--- config.mk ---
export PLATFORM = sky130hd
export DESIGN_NAME = qnu_finish
export DESIGN_NICKNAME = d
export VERILOG_FILES = /design/src/rtl/qnu_pkg.sv /design/src/rtl/qnu_finish.sv
export SDC_FILE = /design/constraint.sdc
export NUM_CORES = 1
export LEC_CHECK = 0
export BUFFER_PORTS_ARGS = -buffer_cell sky130_fd_sc_hd__buf_2
export CORE_AREA = 2 2 600 602
export DETAILED_ROUTE_END_ITERATION = 7
export DIE_AREA = 0 0 602 604
export SLEW_MARGIN = 20
export SYNTH_ARGS = -nofsm -noshare
export SYNTH_HDL_FRONTEND = slang
export SYNTH_SLANG_ARGS = --single-unit
--- constraint.sdc ---
create_clock -name clock -period 5.8 [get_ports clock]
set_clock_uncertainty 0.2 [all_clocks]
set_input_delay 0.29 -clock clock [delete_from_list [all_inputs] [get_ports clock]]
set_output_delay 0.29 -clock clock [all_outputs]
set_load 0.1 [all_outputs]
--- src/rtl/qnu_pkg.sv ---
// Shared types and constants of the quaternion normalize unit.
package qnu_pkg;

   localparam int CompW  = 32;                  // component and result field width
   localparam int NumComp = 4;                  // x, y, z, w
   localparam int NumLane = 5;                  // four unit lanes and one norm lane
   localparam int SqrtLane = 4;                 // lane that forms the norm
   localparam int SqW    = 2 * CompW;           // one square
   localparam int SumW   = SqW + 1;             // sum of four squares
   localparam int RemW   = 128;                 // remainder of the bit search
   localparam int AccW   = SumW + CompW;        // root times multiplicand
   localparam int TrialW = RemW + 1;
   localparam int ResShift = 62;                // c^2 scaled by 2^62
   localparam logic [CompW-1:0] OneQ30  = CompW'(32'h4000_0000);
   localparam logic [CompW-1:0] MagMax  = '1;

   typedef struct packed {
      logic [RemW-1:0]  rem;
      logic [AccW-1:0]  acc;
      logic [CompW-1:0] root;
   } lane_type;

   typedef struct packed {
      logic                       valid;
      logic [NumComp-1:0]         neg;
      logic                       zero;
      logic                       big;
      logic [SumW-1:0]            sum;
      lane_type [NumLane-1:0]     lane;
   } row_type;

endpackage

--- src/rtl/qnu_finish.sv ---
// Back end: rounding, sign, saturation and the zero case, into the output register.
module qnu_finish import qnu_pkg::*; (
   input  logic                     clock,
   input  logic                     reset,
   input  logic                     adv,
   input  row_type                  row_in,
   output logic                     out_valid,
   output logic signed [CompW-1:0]  out_unit [NumComp],
   output logic [CompW-1:0]         out_mag,
   output logic                     out_zero
);

   logic                    valid_ff;
   logic signed [CompW-1:0] unit_in [NumComp];
   logic signed [CompW-1:0] unit_ff [NumComp];
   logic [CompW-1:0]        mag_in;
   logic [CompW-1:0]        mag_ff;
   logic                    zero_ff;

   // halve the doubled quotient with rounding, then apply the sign
   always_comb begin
      logic [CompW:0]   half;
      logic [CompW-1:0] m;
      for (int i = 0; i < NumComp; i++) begin
         half = ({1'b0, row_in.lane[i].root} + (CompW+1)'(1)) >> 1;
         m    = half[CompW-1:0];
         unit_in[i] = row_in.neg[i] ? $signed(CompW'(-m)) : $signed(m);
      end
      if (row_in.zero) begin
         for (int i = 0; i < NumComp; i++) begin
            unit_in[i] = '0;
         end
         unit_in[NumComp-1] = $signed(OneQ30);
      end
   end

   // round the norm to nearest and saturate; a zero input gives zero
   always_comb begin
      logic [CompW-1:0] r;
      r = row_in.lane[SqrtLane].root;
      if (row_in.zero) begin
         mag_in = '0;
      end else if (row_in.big) begin
         mag_in = MagMax;
      end else if (row_in.lane[SqrtLane].rem > RemW'(r)) begin
         mag_in = (r == MagMax) ? MagMax : r + CompW'(1);
      end else begin
         mag_in = r;
      end
   end

   always_ff @(posedge clock) begin
      if (reset) begin
         valid_ff <= 1'b0;
      end else if (adv) begin
         valid_ff <= row_in.valid;
      end
   end

   always_ff @(posedge clock) begin
      if (adv) begin
         unit_ff <= unit_in;
         mag_ff  <= mag_in;
         zero_ff <= row_in.zero;
      end
   end

   assign out_valid = valid_ff;
   assign out_unit  = unit_ff;
   assign out_mag   = mag_ff;
   assign out_zero  = zero_ff;

endmodule

==> report_table.html <==
<table>
<tr><th>Metric</th><th>Value</th></tr>
<tr><th colspan="2">Floorplan</th></tr>
<tr><td>Initial Util</td><td>0.0410</td></tr>
<tr><td>Number of cell rows</td><td>220</td></tr>
<tr><td>Std-Cell Core Area</td><td>358,000 um2</td></tr>
<tr><td>Die Footprint</td><td>364,000 um2</td></tr>
<tr><td>Top-level port count</td><td>1,522</td></tr>
<tr><td>Height of the die</td><td>604 um</td></tr>
<tr><td>Width of the die</td><td>602 um</td></tr>
<tr><th colspan="2">Synthesis</th></tr>
<tr><td>Number of synthesized register bits</td><td>162</td></tr>
<tr><td>Synth top area cells</td><td>sky130_fd_sc_hd__edfxtp_1, sky130_fd_sc_hd__xnor2_1, sky130_fd_sc_hd__nor2_1, sky130_fd_sc_hd__ha_1, sky130_fd_sc_hd__xor2_1</td></tr>
<tr><td>Main flop type after synthesis</td><td>sky130_fd_sc_hd__edfxtp_1</td></tr>
<tr><td>Number of enable flip-flop cells after synthesis</td><td>161</td></tr>
<tr><td>Area share of the largest cell type after synthesis</td><td>0.330</td></tr>
<tr><td>Async S/R FF share, synth</td><td>0</td></tr>
<tr><td>Net Count, Synth</td><td>3,104</td></tr>
<tr><td>Share of synthesized area occupied by flip-flops and latches</td><td>0.331</td></tr>
<tr><td>Netlist Area Pre-Place</td><td>14,700 um2</td></tr>
<tr><td>Largest area contributor in the netlist</td><td>sky130_fd_sc_hd__edfxtp_1</td></tr>
<tr><td>Total number of yosys warnings</td><td>0</td></tr>
<tr><td>Synthesized area per cell</td><td>8.62 um2</td></tr>
<tr><td>Number of distinct standard cells referenced by the synthesized netlist</td><td>85</td></tr>
<tr><td>Mapped Cells</td><td>1,703</td></tr>
<tr><th colspan="2">Critical path</th></tr>
<tr><td>Worst-path maximum fanout</td><td>11</td></tr>
<tr><td>Cell-by-cell listing of the critical path</td><td>dlygate4sd3_1 &gt; buf_2 &gt; ha_1 &gt; nand3_1 &gt; or4_1 &gt; o22ai_1 &gt; nand3_1 &gt; o41ai_2 &gt; xnor2_1 &gt; nor2_1</td></tr>
<tr><td>Startpoint class of the critical path</td><td>input pin</td></tr>
<tr><td>Dominant cell type by count on the critical path</td><td>sky130_fd_sc_hd__nand3_1</td></tr>
<tr><td>Combined buffer and inverter count along the critical path</td><td>2</td></tr>
<tr><td>Library cell contributing the largest single delay on the critical path</td><td>sky130_fd_sc_hd__or4_1</td></tr>
<tr><td>Data required time of the worst path</td><td>5.83 ns</td></tr>
<tr><td>Critical path data arrival time</td><td>4.56 ns</td></tr>
<tr><td>Critical path class</td><td>input pin to register</td></tr>
<tr><td>Reg2Reg Depth</td><td>3</td></tr>
<tr><td>Maximum cell stage delay along the critical path</td><td>0.78 ns</td></tr>
<tr><td>FF-to-FF setup slack</td><td>4.44 ns</td></tr>
<tr><td>CP endpoint kind</td><td>register</td></tr>
<tr><td>Source of the worst register-to-register timing path</td><td>out_valid</td></tr>
<tr><td>FF-to-FF End</td><td>out_valid</td></tr>
<tr><td>Cell family with the largest share of critical-path delay</td><td>simple AND/OR/NAND/NOR gates</td></tr>
<tr><th colspan="2">Clock tree</th></tr>
<tr><td>CTS max path bufs</td><td>3</td></tr>
<tr><td>Setup repair bufs after CTS</td><td>0</td></tr>
<tr><td>Cell at the root of the clock tree</td><td>sky130_fd_sc_hd__clkbuf_16</td></tr>
<tr><td>Number of levels in the clock H-tree</td><td>4</td></tr>
<tr><td># hold bufs at CTS</td><td>34</td></tr>
<tr><td>TritonCTS clock tree</td><td>yes</td></tr>
<tr><td>Clock network latency to the later pin of the worst-skew pair</td><td>0.53 ns</td></tr>
<tr><td>Clock slew at reported path FFs</td><td>0.08 ns</td></tr>
<tr><td>Number of buffers created by CTS</td><td>25</td></tr>
<tr><td>Clock sink count</td><td>162</td></tr>
<tr><td>Number of instances resized during post-cts repair</td><td>0</td></tr>
<tr><th colspan="2">Timing</th></tr>
<tr><td>Max Clk Rate</td><td>221 MHz</td></tr>
<tr><td>Time the final worst path needs with I/O delays and setup</td><td>4.53 ns</td></tr>
<tr><td>Unrepaired setup endpoints after global routing</td><td>false</td></tr>
<tr><td>Count of final max-slew check failures</td><td>0</td></tr>
<tr><td>Number of hold violations in the final report</td><td>0</td></tr>
<tr><td>Total negative slack</td><td>0 ns</td></tr>
<tr><td>Share of the clock period used by the worst path after layout</td><td>0.781</td></tr>
<tr><td>Worst slew pin tran</td><td>1.01 ns</td></tr>
<tr><td>Number of endpoints failing setup at the final stage</td><td>0</td></tr>
<tr><td>Slew headroom</td><td>0.325</td></tr>
<tr><th colspan="2">Placed design</th></tr>
<tr><td>Count of input and output buffers</td><td>459</td></tr>
<tr><td>RePlAce Congestion</td><td>0.844</td></tr>
<tr><td>Final HPWL DP</td><td>83.4 mm</td></tr>
<tr><th colspan="2">Run status</th></tr>
<tr><td>Outcome</td><td>complete, no violations</td></tr>
<tr><th colspan="2">Route</th></tr>
<tr><td>Remaining DRCs</td><td>0</td></tr>
<tr><td>Antenna Nets Post-Route</td><td>0</td></tr>
<tr><td>Detail-routed net length per standard cell</td><td>13.9 um</td></tr>
<tr><td>Vias per std cell</td><td>2.19</td></tr>
<tr><td>Via count of the routed design</td><td>15,100</td></tr>
<tr><td>Number of DRC markers in iteration 0</td><td>1,133</td></tr>
<tr><td>Final WL</td><td>96.2 mm</td></tr>
<tr><td>Pre-antenna DRT Iters</td><td>5</td></tr>
<tr><th colspan="2">Pwr</th></tr>
<tr><td>Relative contribution of the clock network to total power</td><td>0.326</td></tr>
<tr><td>Sequential cell fraction of total power</td><td>0.305</td></tr>
<tr><td>Highest ir drop seen on vdd</td><td>0.000144 V</td></tr>
<tr><td>Power density relative to cell area</td><td>202 nW/um2</td></tr>
<tr><td>Leak pwr</td><td>7.09 nW</td></tr>
<tr><td>Fraction of power consumed by combinational cells</td><td>0.369</td></tr>
<tr><td>Internal Dissipation</td><td>2.68 mW</td></tr>
<tr><td>Switching power</td><td>2.11 mW</td></tr>
<tr><td>Fraction of power spent switching nets</td><td>0.440</td></tr>
<tr><th colspan="2">Min path</th></tr>
<tr><td>Path class of the lowest-slack min-delay path</td><td>input pin to register</td></tr>
<tr><td>Worst min-delay path endpoint</td><td>out_unit[113]</td></tr>
<tr><td>Startpoint of the most critical hold path</td><td>adv</td></tr>
<tr><td>Worst hold stages</td><td>1</td></tr>
<tr><th colspan="2">Finish</th></tr>
<tr><td>Most common cell after layout, fill and taps aside</td><td>sky130_fd_sc_hd__buf_2</td></tr>
<tr><td>Ratio of cells with drive above 1 in the final layout</td><td>0.262</td></tr>
<tr><td>Relative area change from synthesis to final layout</td><td>61.5%</td></tr>
<tr><td>Highest-count cells in the layout ignoring fill and taps</td><td>sky130_fd_sc_hd__buf_2, sky130_fd_sc_hd__xnor2_1, sky130_fd_sc_hd__nor2_1, sky130_fd_sc_hd__edfxtp_1, sky130_fd_sc_hd__nand2_1</td></tr>
<tr><td>Fin nets</td><td>3,540</td></tr>
<tr><td>FILL cells</td><td>42,000</td></tr>
<tr><td>Post-Route Utilization</td><td>0.0663</td></tr>
<tr><th colspan="2">Global routing</th></tr>
<tr><td>Maximum number of pins on one net before global-route repair</td><td>75</td></tr>
<tr><td>Via count of the first global-routing pass</td><td>13,900</td></tr>
<tr><td>Global-route wire length before repair</td><td>123 mm</td></tr>
<tr><td>Total track usage</td><td>0.0511</td></tr>
<tr><td>Initial antenna violation count</td><td>53</td></tr>
<tr><td>Gr ovfl total</td><td>0</td></tr>
<tr><th colspan="2">Run</th></tr>
<tr><td>Total of max-cap violations</td><td>0</td></tr>
</table>
cell families (layout without fill, tap and decap cells):
logic type / after synthesis / count (layout) / synth area share
other: 0 / 9 / 0
DFF: 162 / 162 / 0.331
AOI/OAI and AO/OA: 316 / 316 / 0.147
xor gates and xnor gates: 241 / 241 / 0.144
and+or+nand+nor: 768 / 768 / 0.283
adders and majority gates: 41 / 41 / 0.0350
muxes: 22 / 22 / 0.0158
buffers and inverters: 153 / 595 / 0.0453
cell type report:
class | count | area, um2 | area share
Antenna cell | 9 | 22.5 | 0.000950
Inverter | 60 | 225 | 0.00950
Tap cell | 4773 | 5970 | 0.252
Multi-Input combinational cell | 1388 | 9160 | 0.387
Sequential cell | 162 | 4850 | 0.205
Timing Repair Buffer | 502 | 2720 | 0.115
Clock inverter | 5 | 101 | 0.00428
Clock buffer | 28 | 637 | 0.0269
through the flow:
stage,power (mW),cell area (um2),hold slack (ns),cells,setup WS [ns]
after floorplan,2.66,14700,0.162,1703,2.52
after global placement,3.30,22600,0.252,6851,1.45
after detailed placement,3.30,22600,0.248,6851,1.41
after CTS,4.99,23700,0.000922,6918,1.51
after global routing,5.04,23700,0.0466,6926,1.17
final,4.80,23700,0.0426,6927,1.27
registers in the layout (all words and copies together), names as in the netlist:
signal,cells
out_mag,32
out_zero,1
out_unit,128
out_valid,1
how the worst max path moves through the flow:
stage                      start      endpoint  cells past startpoint
global route         row_in[258]  out_unit[90]                     10
CTS                  row_in[258]  out_unit[90]                     10
global placement     row_in[257]  out_unit[92]                      9
detailed placement   row_in[771]  out_unit[24]                     10
finish               row_in[258]  out_unit[92]                     10
floorplan           row_in[1037]   out_mag[24]                     12
worst reg2reg max path, cell delays in order (launching register included):
cell                            delay [ns]
sky130_fd_sc_hd__dfxtp_1              0.31
sky130_fd_sc_hd__mux2i_1              0.12
sky130_fd_sc_hd__nor2_1               0.05
sky130_fd_sc_hd__dlygate4sd3_1        0.56
power by group through the flow:
stage	combinational (mW)	clock (mW)	sequential, mW
2_1_floorplan	0.414	0	2.25
3_3_place_gp	1.81	0	1.49
3_5_place_dp	1.81	0	1.49
4_1_cts	1.84	1.68	1.47
5_1_grt	1.88	1.68	1.48
6_report	1.77	1.56	1.46
synth_stat cells (12+ instances only):
cell type                  instances
sky130_fd_sc_hd__nor3_1           80
sky130_fd_sc_hd__a31oi_1          23
sky130_fd_sc_hd__ha_1             41
sky130_fd_sc_hd__xor2_1           57
sky130_fd_sc_hd__o21ai_0          75
sky130_fd_sc_hd__and2_1           15
sky130_fd_sc_hd__or3_1            21
sky130_fd_sc_hd__clkbuf_1         49
sky130_fd_sc_hd__inv_1            60
sky130_fd_sc_hd__nor2b_1          13
sky130_fd_sc_hd__nand4_1          60
sky130_fd_sc_hd__a211oi_1         12
sky130_fd_sc_hd__edfxtp_1        161
sky130_fd_sc_hd__and4_1           22
sky130_fd_sc_hd__buf_2            30
sky130_fd_sc_hd__or2_2            15
sky130_fd_sc_hd__and3_1           53
sky130_fd_sc_hd__mux2i_1          13
sky130_fd_sc_hd__a21oi_1          66
sky130_fd_sc_hd__o31ai_1          22
sky130_fd_sc_hd__nand2_1          99
sky130_fd_sc_hd__a21o_1           14
sky130_fd_sc_hd__nor2_1          181
sky130_fd_sc_hd__xnor2_1         184
sky130_fd_sc_hd__nand3_1          87
sky130_fd_sc_hd__nor4_1           63
metal layers:
metal	track usage	up-vias	routed length [um]
li1	-	7243	-
met1	0.0472	7233	31200
met3	0.0207	153	8540
met4	0.0221	38	3900
met2	0.0977	475	52400
met5	0	-	249
Note: power is estimated with default switching activity, not from simulation.
